===== src/hdl/bmidi_pkg.sv =====
// Shared types, status byte codes and the message length lookup for the BLE MIDI decoder.
// Used by bmidi_parser and ble_midi_packet_decoder. No dependencies.
package bmidi_pkg;

    localparam int BYTE_W  = 8;
    localparam int DATA_W  = 7;
    localparam int COUNT_W = 2;
    localparam int TS_W    = 64;

    localparam logic [BYTE_W-1:0] ST_CHANNEL_BASE = 8'h80;
    localparam logic [BYTE_W-1:0] ST_CTRL_CHANGE  = 8'hb0;
    localparam logic [BYTE_W-1:0] ST_PROG_CHANGE  = 8'hc0;
    localparam logic [BYTE_W-1:0] ST_CHAN_PRESS   = 8'hd0;
    localparam logic [BYTE_W-1:0] ST_PITCH_BEND   = 8'he0;
    localparam logic [BYTE_W-1:0] ST_SYSEX_START  = 8'hf0;
    localparam logic [BYTE_W-1:0] ST_TIME_CODE    = 8'hf1;
    localparam logic [BYTE_W-1:0] ST_SONG_POS     = 8'hf2;
    localparam logic [BYTE_W-1:0] ST_SONG_SELECT  = 8'hf3;
    localparam logic [BYTE_W-1:0] ST_SYSEX_END    = 8'hf7;
    localparam logic [BYTE_W-1:0] ST_REALTIME     = 8'hf8;
    localparam logic [BYTE_W-1:0] CMD_MASK        = 8'hf0;

    typedef struct packed {
        logic [BYTE_W-1:0]  status;
        logic [DATA_W-1:0]  data1;
        logic [DATA_W-1:0]  data2;
        logic [COUNT_W-1:0] count;
        logic [TS_W-1:0]    timestamp;
    } t_msg;

    // Number of data bytes that follow a status byte.
    function automatic logic [COUNT_W-1:0] length_of(input logic [BYTE_W-1:0] st);
        logic [BYTE_W-1:0]  cmd;
        logic [COUNT_W-1:0] len;
        cmd = st & CMD_MASK;
        len = 2'd0;
        if (cmd >= ST_CHANNEL_BASE && cmd <= ST_CTRL_CHANGE) begin
            len = 2'd2;
        end else if (cmd == ST_PROG_CHANGE || cmd == ST_CHAN_PRESS) begin
            len = 2'd1;
        end else if (cmd == ST_PITCH_BEND) begin
            len = 2'd2;
        end else if (st == ST_TIME_CODE || st == ST_SONG_SELECT) begin
            len = 2'd1;
        end else if (st == ST_SONG_POS) begin
            len = 2'd2;
        end
        return len;
    endfunction

endpackage


===== src/hdl/bmidi_parser.sv =====
// Packet parse state machine: takes one byte per step, reports a finished message.
// Depends on bmidi_pkg.
module bmidi_parser (
    input  logic                          i_clk,
    input  logic                          i_rst_n,
    input  logic                          i_step,
    input  logic [bmidi_pkg::BYTE_W-1:0]  i_byte,
    input  logic                          i_first,
    input  logic [bmidi_pkg::TS_W-1:0]    i_timestamp,
    output logic                          o_emit,
    output bmidi_pkg::t_msg               o_msg
);

    typedef enum logic [1:0] {
        PH_IDLE,
        PH_TIME,
        PH_STATUS,
        PH_DATA
    } t_phase;

    t_phase                           r_phase, n_phase;
    logic [bmidi_pkg::BYTE_W-1:0]     r_running, n_running;
    logic                             r_in_sysex, n_in_sysex;
    logic [bmidi_pkg::BYTE_W-1:0]     r_current, n_current;
    logic [bmidi_pkg::COUNT_W-1:0]    r_needed, n_needed;
    logic                             r_taken, n_taken;
    logic [bmidi_pkg::DATA_W-1:0]     r_hold, n_hold;
    logic [bmidi_pkg::TS_W-1:0]       r_packet_time, n_packet_time;

    logic                             high;
    logic [bmidi_pkg::COUNT_W-1:0]    len_byte;
    logic [bmidi_pkg::COUNT_W-1:0]    len_running;

    assign high        = i_byte[bmidi_pkg::BYTE_W-1];
    assign len_byte    = bmidi_pkg::length_of(i_byte);
    assign len_running = bmidi_pkg::length_of(r_running);

    always_comb begin
        n_phase       = r_phase;
        n_running     = r_running;
        n_in_sysex    = r_in_sysex;
        n_current     = r_current;
        n_needed      = r_needed;
        n_taken       = r_taken;
        n_hold        = r_hold;
        n_packet_time = r_packet_time;
        o_emit        = 1'b0;
        o_msg         = '0;
        o_msg.timestamp = r_packet_time;

        if (i_first) begin
            // New header: drop any unfinished message, keep running status and SysEx flag.
            n_taken = 1'b0;
            n_hold  = '0;
            if (high) begin
                n_packet_time = i_timestamp;
                n_phase       = PH_TIME;
            end else begin
                n_phase = PH_IDLE;
            end
        end else begin
            case (r_phase)
                PH_TIME: begin
                    if (!high) begin
                        // Skip SysEx payload, otherwise drop the packet.
                        if (!r_in_sysex) n_phase = PH_IDLE;
                    end else begin
                        n_phase = PH_STATUS;
                    end
                end
                PH_STATUS: begin
                    if (high) begin
                        if (i_byte == bmidi_pkg::ST_SYSEX_START ||
                            i_byte == bmidi_pkg::ST_SYSEX_END) begin
                            n_in_sysex = (i_byte == bmidi_pkg::ST_SYSEX_START);
                            n_running  = '0;
                            n_phase    = PH_TIME;
                        end else begin
                            if (i_byte < bmidi_pkg::ST_SYSEX_START) begin
                                n_running = i_byte;
                            end else if (i_byte < bmidi_pkg::ST_REALTIME) begin
                                n_running = '0;
                            end
                            n_current = i_byte;
                            n_needed  = len_byte;
                            n_taken   = 1'b0;
                            n_hold    = '0;
                            if (len_byte == 2'd0) begin
                                n_phase      = PH_TIME;
                                o_emit       = 1'b1;
                                o_msg.status = i_byte;
                            end else begin
                                n_phase = PH_DATA;
                            end
                        end
                    end else if (r_running == '0) begin
                        n_phase = PH_IDLE;
                    end else begin
                        // Data byte under running status.
                        n_current = r_running;
                        n_needed  = len_running;
                        if (len_running <= 2'd1) begin
                            n_phase      = PH_TIME;
                            n_taken      = 1'b0;
                            o_emit       = 1'b1;
                            o_msg.status = r_running;
                            o_msg.data1  = i_byte[bmidi_pkg::DATA_W-1:0];
                            o_msg.count  = len_running;
                        end else begin
                            n_taken = 1'b1;
                            n_hold  = i_byte[bmidi_pkg::DATA_W-1:0];
                            n_phase = PH_DATA;
                        end
                    end
                end
                PH_DATA: begin
                    if (high) begin
                        n_phase = PH_IDLE;
                    end else if (!r_taken) begin
                        if (r_needed <= 2'd1) begin
                            n_phase      = PH_TIME;
                            o_emit       = 1'b1;
                            o_msg.status = r_current;
                            o_msg.data1  = i_byte[bmidi_pkg::DATA_W-1:0];
                            o_msg.count  = r_needed;
                        end else begin
                            n_taken = 1'b1;
                            n_hold  = i_byte[bmidi_pkg::DATA_W-1:0];
                        end
                    end else begin
                        n_taken      = 1'b0;
                        n_phase      = PH_TIME;
                        o_emit       = 1'b1;
                        o_msg.status = r_current;
                        o_msg.data1  = r_hold;
                        o_msg.data2  = i_byte[bmidi_pkg::DATA_W-1:0];
                        o_msg.count  = 2'd2;
                    end
                end
                default: begin
                end
            endcase
        end
    end

    always_ff @(posedge i_clk) begin
        if (!i_rst_n) begin
            r_phase       <= PH_IDLE;
            r_running     <= '0;
            r_in_sysex    <= 1'b0;
            r_current     <= '0;
            r_needed      <= '0;
            r_taken       <= 1'b0;
            r_hold        <= '0;
            r_packet_time <= '0;
        end else if (i_step) begin
            r_phase       <= n_phase;
            r_running     <= n_running;
            r_in_sysex    <= n_in_sysex;
            r_current     <= n_current;
            r_needed      <= n_needed;
            r_taken       <= n_taken;
            r_hold        <= n_hold;
            r_packet_time <= n_packet_time;
        end
    end

    // Running status only ever holds a channel voice status or zero.
    a_running_channel: assert property (@(posedge i_clk) disable iff (!i_rst_n)
        r_running == '0 || (r_running[7] && r_running < bmidi_pkg::ST_SYSEX_START))
        else $error("running status outside channel range");

    // Waiting for data implies a status that takes data.
    a_data_needed: assert property (@(posedge i_clk) disable iff (!i_rst_n)
        r_phase == PH_DATA |-> r_needed != 2'd0)
        else $error("data phase without data length");

    // A held second byte only exists for two-byte messages.
    a_taken_two: assert property (@(posedge i_clk) disable iff (!i_rst_n)
        (r_phase == PH_DATA && r_taken) |-> r_needed == 2'd2)
        else $error("held data byte for a short message");

endmodule


===== src/hdl/ble_midi_packet_decoder.sv =====
// Top level of the BLE MIDI packet decoder: input register, parser, result register.
// Depends on bmidi_pkg and bmidi_parser.
//
// Usage:
//   Input channel (i_in_valid / o_in_ready) carries one packet byte per transfer,
//   with i_first_of_packet marking the header byte and i_timestamp_us the
//   packet time (latched from the header only).
//   Output channel (o_out_valid / i_out_ready) carries one complete MIDI
//   message per transfer: status, up to two data bytes, data count and the
//   timestamp of the packet the message came from.
//   Order: an accepted byte is parsed from the input register; its message,
//   if any, is loaded into the result register and offered from there.
//   Throughput: one byte per cycle while the result register is not stalled;
//   the parser state update is a single short decode between the input
//   register and the state and result registers.
//   Many bytes produce no message (headers, timestamps, first data bytes).
//   Reset: synchronous, active low; clears both valid flags, the parser goes
//   idle and waits for a packet header, running status and SysEx flag clear.
//   Stall: while a message waits in the result register and the receiver
//   holds i_out_ready low, the parser holds; an empty input register still
//   takes one byte, then o_in_ready drops until the result is taken.
module ble_midi_packet_decoder (
    input  logic                             i_clk,
    input  logic                             i_rst_n,
    input  logic                             i_in_valid,
    output logic                             o_in_ready,
    input  logic [bmidi_pkg::BYTE_W-1:0]     i_rx_byte,
    input  logic                             i_first_of_packet,
    input  logic [bmidi_pkg::TS_W-1:0]       i_timestamp_us,
    output logic                             o_out_valid,
    input  logic                             i_out_ready,
    output logic [bmidi_pkg::BYTE_W-1:0]     o_msg_status,
    output logic [bmidi_pkg::DATA_W-1:0]     o_msg_data1,
    output logic [bmidi_pkg::DATA_W-1:0]     o_msg_data2,
    output logic [bmidi_pkg::COUNT_W-1:0]    o_msg_data_count,
    output logic [bmidi_pkg::TS_W-1:0]       o_msg_timestamp_us
);

    // Input register
    logic                            r_in_valid;
    logic [bmidi_pkg::BYTE_W-1:0]    r_byte;
    logic                            r_first;
    logic [bmidi_pkg::TS_W-1:0]      r_timestamp;

    // Result register
    logic                            r_out_valid;
    bmidi_pkg::t_msg                 r_msg;

    logic                            advance;
    logic                            step;
    logic                            emit;
    bmidi_pkg::t_msg                 msg;

    // Result slot is free or being emptied this cycle: the parser may consume a byte.
    assign advance    = !r_out_valid || i_out_ready;
    assign step       = r_in_valid && advance;
    assign o_in_ready = !r_in_valid || advance;

    always_ff @(posedge i_clk) begin
        if (!i_rst_n) begin
            r_in_valid <= 1'b0;
        end else if (o_in_ready) begin
            r_in_valid <= i_in_valid;
        end
    end

    // Payload: load on each input transfer, no reset needed.
    always_ff @(posedge i_clk) begin
        if (i_in_valid && o_in_ready) begin
            r_byte      <= i_rx_byte;
            r_first     <= i_first_of_packet;
            r_timestamp <= i_timestamp_us;
        end
    end

    bmidi_parser u_parser (
        .i_clk       (i_clk),
        .i_rst_n     (i_rst_n),
        .i_step      (step),
        .i_byte      (r_byte),
        .i_first     (r_first),
        .i_timestamp (r_timestamp),
        .o_emit      (emit),
        .o_msg       (msg)
    );

    // Refill or drain the result register whenever it is free to move.
    always_ff @(posedge i_clk) begin
        if (!i_rst_n) begin
            r_out_valid <= 1'b0;
        end else if (advance) begin
            r_out_valid <= step && emit;
        end
    end

    always_ff @(posedge i_clk) begin
        if (step && emit) begin
            r_msg <= msg;
        end
    end

    assign o_out_valid        = r_out_valid;
    assign o_msg_status       = r_msg.status;
    assign o_msg_data1        = r_msg.data1;
    assign o_msg_data2        = r_msg.data2;
    assign o_msg_data_count   = r_msg.count;
    assign o_msg_timestamp_us = r_msg.timestamp;

    // A pending result always carries a real status byte.
    a_status_high: assert property (@(posedge i_clk) disable iff (!i_rst_n)
        r_out_valid |-> r_msg.status[bmidi_pkg::BYTE_W-1])
        else $error("result without status bit");

    // Unused data bytes read as zero and the count stays in range.
    a_count_fill: assert property (@(posedge i_clk) disable iff (!i_rst_n)
        r_out_valid |-> (r_msg.count != 2'd3) &&
                        (r_msg.count == 2'd2 || r_msg.data2 == '0) &&
                        (r_msg.count != 2'd0 || r_msg.data1 == '0))
        else $error("result data fill does not match count");

    // A stalled result blocks the parser, so a buffered byte stays put.
    a_hold_input: assert property (@(posedge i_clk) disable iff (!i_rst_n)
        (r_in_valid && r_out_valid && !i_out_ready) |=> r_in_valid && $stable(r_byte))
        else $error("buffered byte lost during output stall");

    // A result is overwritten only after it has been taken.
    a_no_overwrite: assert property (@(posedge i_clk) disable iff (!i_rst_n)
        (r_out_valid && !i_out_ready) |=> r_out_valid && $stable(r_msg))
        else $error("pending result changed before transfer");

endmodule


===== config.mk =====
export PLATFORM = sky130hd
export DESIGN_NAME = ble_midi_packet_decoder
export DESIGN_NICKNAME = d
export VERILOG_FILES = /design/src/hdl/bmidi_pkg.sv /design/src/hdl/bmidi_parser.sv /design/src/hdl/ble_midi_packet_decoder.sv
export SDC_FILE = /design/constraint.sdc
export NUM_CORES = 1
export LEC_CHECK = 0
export ABC_AREA = 1
export BUFFER_PORTS_ARGS = -buffer_cell sky130_fd_sc_hd__buf_2
export CAP_MARGIN = 20
export CORE_MARGIN = 2
export CORE_UTILIZATION = 35
export DETAILED_ROUTE_END_ITERATION = 16
export GPL_TIMING_DRIVEN = 0
export SKIP_CTS_REPAIR_TIMING = 1
export SLEW_MARGIN = 15
export SYNTH_ARGS = -nofsm -noshare
export SYNTH_HDL_FRONTEND = slang
export SYNTH_SLANG_ARGS = --single-unit

===== constraint.sdc =====
create_clock -name i_clk -period 8.98 [get_ports i_clk]
set_clock_uncertainty 0.15 [all_clocks]
set_input_delay 0.449 -clock i_clk [delete_from_list [all_inputs] [get_ports i_clk]]
set_output_delay 0.449 -clock i_clk [all_outputs]
set_load 0.02 [all_outputs]

# == Word level (Yosys, flattened, before mapping) ==
# Index checks and enable logic that the tools add are counted.
# totals
regBits,256
output_inout_bits,90
word_cells,160
# classes
magnitude_cmp,8
n_eq_ne,27
mux,77
bitwise_logic,3
n_reduce_logical,27
# op_table
op,n
$mux W8,9
$mux W7,10
$eq A8 B8 Y1 const B,8
$mux W15,4
$mux W2,29
$pmux W15 S2,1
$eq A4 B4 Y1 const B,6
$mux W24,1
$reduce_and A5 Y1,4
$mux W1,18
$ge A8 B8 Y1 const B,2
$le A8 B8 Y1 const B,2
$lt A8 B8 Y1 const B,2
$ne A4 B4 Y1 const B,4
$pmux W7 S2,1
$ne A3 B3 Y1 const B,3
$logic_not A8 Y1,1
$reduce_and A8 Y1,1
$logic_or A1 B1 Y1,7
$pmux W2 S3,1
$reduce_bool A3 Y1,2
$logic_and A1 B1 Y1,5
$ne A5 B3 Y1 const B,1
$eq A2 B2 Y1 const B,2
12 further kinds,18

# == Logic depth before layout (Yosys ltp) ==
# depth
word_depth,13
ltp_mapped,12
depth_no_buf,11

# == By module ==
# From an unflattened synthesis, not the netlist that was laid out.
# hier_totals
hier_cells,812
hier_area_um2,9374.0
# modules_own_cells
module,instances,cells_per_inst,area_each_um2,seq_area_each_um2
ble_midi_packet_decoder,1,178,4942.2,4874.7
bmidi_parser,1,634,4431.8,1861.8

# == Worst setup path after synthesis ==
# OpenSTA, ideal clock, no wires.
# synth_timing
path_type,register to register
from,register r_byte[5] (netlist bit)
to,"register r_msg (netlist bit o_msg_data1[0]), enable pin"
setup_time_ns,0.442
arrival_ns,2.988
required_ns,8.388
slack_ns,5.400
path_stages_with_launch,10
synth_period_minus_slack_ns,3.580
path_cell_list,edfxtp_1 -> nand2_2 -> nor2_8 -> nand2_1 -> nand2_2 -> nor3_4 -> nand2_1 -> nand2_1 -> nand2_1 -> inv_1
# synth_via
elab_chain_cells,13
word_cells_on_any_way,26
classes_between,2 x order compare; 8 x eq/ne; 10 x mux; 6 x reduce/logical
# synth_lines
element,line_no,rtl
from (decl),ble_midi_packet_decoder.sv:41,logic [bmidi_pkg::BYTE_W-1:0] r_byte;
from (signal assigned),ble_midi_packet_decoder.sv:70,r_byte <= i_rx_byte;
$eq A8 B8 Y1 (on tied branches),"bmidi_pkg.sv:45, bmidi_pkg.sv:43",
$mux W2 or $logic_or A1 B1 Y1 (tied branches),"bmidi_pkg.sv:45, bmidi_pkg.sv:43",
$mux W2,bmidi_pkg.sv:43,end else if (st == ST_TIME_CODE || st == ST_SONG_SELECT) begin
$mux W2,bmidi_pkg.sv:41,end else if (cmd == ST_PITCH_BEND) begin
$mux W2,bmidi_pkg.sv:39,end else if (cmd == ST_PROG_CHANGE || cmd == ST_CHAN_PRESS) begin
$mux W2,bmidi_pkg.sv:37,if (cmd >= ST_CHANNEL_BASE && cmd <= ST_CTRL_CHANGE) begin
$logic_not A2 Y1,bmidi_parser.sv:88,if (len_byte == 2'd0) begin
$mux W1,bmidi_parser.sv:88,
$mux W1 (*),bmidi_parser.sv:73,if (i_byte == bmidi_pkg::ST_SYSEX_START ||
$mux W1 (*),bmidi_parser.sv:72,if (high) begin
$pmux W1 S2 (*),bmidi_parser.sv:62,case (r_phase)
$mux W1 (*),bmidi_parser.sv:51,if (i_first) begin
$logic_and A1 B1 Y1 (*),ble_midi_packet_decoder.sv:97,if (step && emit) begin
to (signal assigned),ble_midi_packet_decoder.sv:98,r_msg <= msg;
to (decl),ble_midi_packet_decoder.sv:47,bmidi_pkg::t_msg r_msg;
# Mark *: on every way between the ends. The rest lies on a longest branch, timed or not.
# A chain may end at the register's enable or synchronous reset.

# == Worst setup path in the final report ==
# layout_timing
from,register r_byte[6] (netlist bit)
to,"register r_msg (netlist bit o_msg_timestamp_us[0]), enable pin"
# Same word-level chain as after synthesis.

==> key figures <==
Drt
  – DR vias: between 6,000 and 7,000
  – ANT nets after route: 0
  – DRT Pass-1 Iters: 6
  – WL/cell: between 15 and 20 microns
  – 1st-iter DRT viols: a little over 400
  – DR vias/cell: 4.52
  – # DRC: 0
  – Drt total wl: between 20 and 25 mm

Setup path
  – R2r setup slk: 6.05 ns
  – Setup CP Type: flop to flop
  – CP Launch Type: flop
  – Reg2reg end: o_msg_timestamp_us[0]$_DFFE_PP_
  – Req. time, crit path: approximately 9.0 ns
  – Arr. time, crit path: about 3.0 ns
  – FF-to-FF Start: r_byte[6]$_DFFE_PP_
  – Crit Path Max Fanout: 56
  – Crit path capture type: flop
  – Cell count of the worst reg-to-reg path: 10

Synthesis
  – Cells after synthesis: between 800 and 900
  – Sequential share of the synthesized area: 0.711
  – Yosys warns: 0
  – Post-synthesis instance area: ~9500 sq um
  – Post-synthesis cell type count: 38
  – Register bit count reported by yosys: 256
  – Average cell area after synthesis: around 12 sq um
  – Net count after synthesis: a little under 900

Global route
  – GRT Residual Overflow: 0
  – Vias in the first global route: between 6,000 and 7,000
  – GRT Total Usage: 0.148
  – Global-route wire length before repair: 33.2 mm
  – Antenna violations before repair: 0
  – Largest net degree at the start of global routing: 57

Layout
  – # fillers: between 2,000 and 2,500
  – Area delta synth->final: 30.5%
  – Fin nets: 1,164
  – Fin util: 0.462
  – N_diodes: 0
  – Multi-input gate area: 2130 sq um
  – Most common cell after layout, fill and taps aside: buf_2
  – Ratio of cells with drive above 1 in the final layout: 0.264
  – Commonest non-fill, non-tap cells in the layout: buf_2, edfxtp_1, inv_1
  – Sequential Area: 6740 sq um

Floorplan
  – Vert. Die Dim: roughly 170 microns
  – Row cnt: 60
  – # IOs: approximately 170
  – CORE AREA: ~27,000 sq um
  – Die Footprint: roughly 28,000 sq um
  – Die X: 169 microns
  – Initial core utilization: 0.354

Timing
  – Final Hold Fails: 0
  – Final period util: 0.326
  – Min cycle time layout: 2.93 ns
  – Tightest Pin Transition: ~0.55 ns
  – Slew Viols, Final: 0
  – RSZ-0062 raised after global routing: no
  – Relative slew slack: 0.634
  – Setup TNS Final: 0 ns
  – Final setup vio count: 0
  – FMAX: 0.341 GHz
  – Setup ws final: just over 6 ns
  – Min Hold Slack: between 0.06 and 0.07 ns

Worst hold path
  – Hold Crit Class: primary input to flop
  – Worst Hold Path Cells: 4
  – Hold Crit Endpoint: o_out_valid$_SDFFE_PN0P_
  – HP Start: i_out_ready

Placement
  – HPWL after DPL: about 14 mm
  – Input/output buffers: ~170
  – GPL Wtd Cong: roughly 0.9
  – DP Worst Slack: just over 6 ns

Clocking
  – Number of CTS-inserted buffers: 27
  – Clk buf depth: 3
  – Clock Sinks: roughly 260
  – Clk slew on worst S/H paths: ~0.060 ns
  – CTS Root Buffer Type: clkbuf_16
  – # H-tree levels: 1
  – CTS tree: yes
  – Worst-Skew Late Latency: 0.55 ns

Run status
  – Status: complete, no violations

Flow run
  – Max_cap viols: 0

Power and ir drop
  – Leak: just under 5 nW
  – Peak supply drop: about 0.14 mV
  – Pwr Density: approximately 200 nW/um^2
where the power goes:
part / total [mW] / leakage, nW / switching (mW) / internal, mW
Sequential: 1.31 / 2.36 / 0.0178 / 1.29
Combinational: 0.137 / 2.04 / 0.0766 / 0.0600
Clock: 1.08 / 0.420 / 0.470 / 0.608
cells by family (layout without fill, tap and decap cells):
kind of cell           Yosys count  after routing  synth area share
flip-flops                     256            256             0.711
buffers and inverters          146            436            0.0645
AO/OA/AOI/OAI                  206            206             0.113
AND/OR/NAND/NOR                210            210             0.112
registers in the layout, indices dropped and copies added, names as in the netlist, 2 cells and up:
register                flops
o_msg_data1                 7
o_msg_data2                 7
o_msg_data_count            2
o_msg_status                8
o_msg_timestamp_us         64
r_byte                      8
r_timestamp                64
u_parser.r_current          8
u_parser.r_hold             7
u_parser.r_needed           2
u_parser.r_packet_time     64
u_parser.r_phase            2
u_parser.r_running          8
per-stage QoR:
| stage | total power, mW | cells | area [sq um] |
|---|---|---|---|
| finish | 2.52 | 1449 | 12400 |
| global route | 2.62 | 1449 | 12400 |
| CTS | 2.53 | 1376 | 11600 |
| detailed placement | 1.44 | 1326 | 10800 |
| global placement | 1.44 | 1324 | 10700 |
| floorplan | 1.40 | 818 | 9480 |
layer usage:
layer | up-vias | share of wire | track usage
li1 | 3294 | - | -
met5 | - | 0 | 0
met3 | 38 | 0.059 | 0.0330
met2 | 161 | 0.49 | 0.247
met4 | 0 | 0.025 | 0.0495
met1 | 3050 | 0.43 | 0.191
worst max-delay path, cell delays in order, from the launching register on:
cell and delay (ns):
edfxtp_1 0.47, nand2_2 0.21, inv_1 0.09, nand3_1 0.09, nand3_2 0.14, nor3_4 0.35
nand2_1 0.10, nand2_1 0.07, nand2_1 0.13, inv_4 0.40, buf_16 0.33
worst max-delay path by stage:
stage / startpoint / end
finish: r_byte[6]$_DFFE_PP_ / o_msg_timestamp_us[0]$_DFFE_PP_
global route: r_byte[6]$_DFFE_PP_ / o_msg_timestamp_us[13]$_DFFE_PP_
CTS: r_byte[5]$_DFFE_PP_ / o_msg_timestamp_us[9]$_DFFE_PP_
detailed placement: r_byte[5]$_DFFE_PP_ / o_msg_timestamp_us[48]$_DFFE_PP_
global placement: r_byte[5]$_DFFE_PP_ / o_msg_timestamp_us[47]$_DFFE_PP_
floorplan: r_byte[5]$_DFFE_PP_ / o_msg_data1[0]$_SDFFCE_PP0P_
final cells by class:
type | count | share of cell area
well taps | 341 | 0.0345
inverters | 112 | 0.0345
repair buffers | 240 | 0.130
plain buffers | 34 | 0.0154
flip-flops and latches | 256 | 0.545
clock inverters | 17 | 0.0103
clock buffers | 33 | 0.0589
multi-input cells | 416 | 0.172
cell usage after synthesis (all sizes together):
master  instances  area (sq um)
a21oi         100           504
a22oi           1          7.51
a31oi           1          6.26
buf            17           106
clkbuf         17          83.8
clkinv          1          5.00
dfxtp          95          1900
edfxtp        161          4830
inv           111           417
nand2         120           548
nand3          15          97.6
nand4           3          18.8
nor2           66           343
nor3            4          36.3
nor3b           1          7.51
o211ai          2          20.0
o21a            3          22.5
o21ai          98           505
o31ai           1          7.51
or2             1          6.26
(Power assumes the default switching activity.)
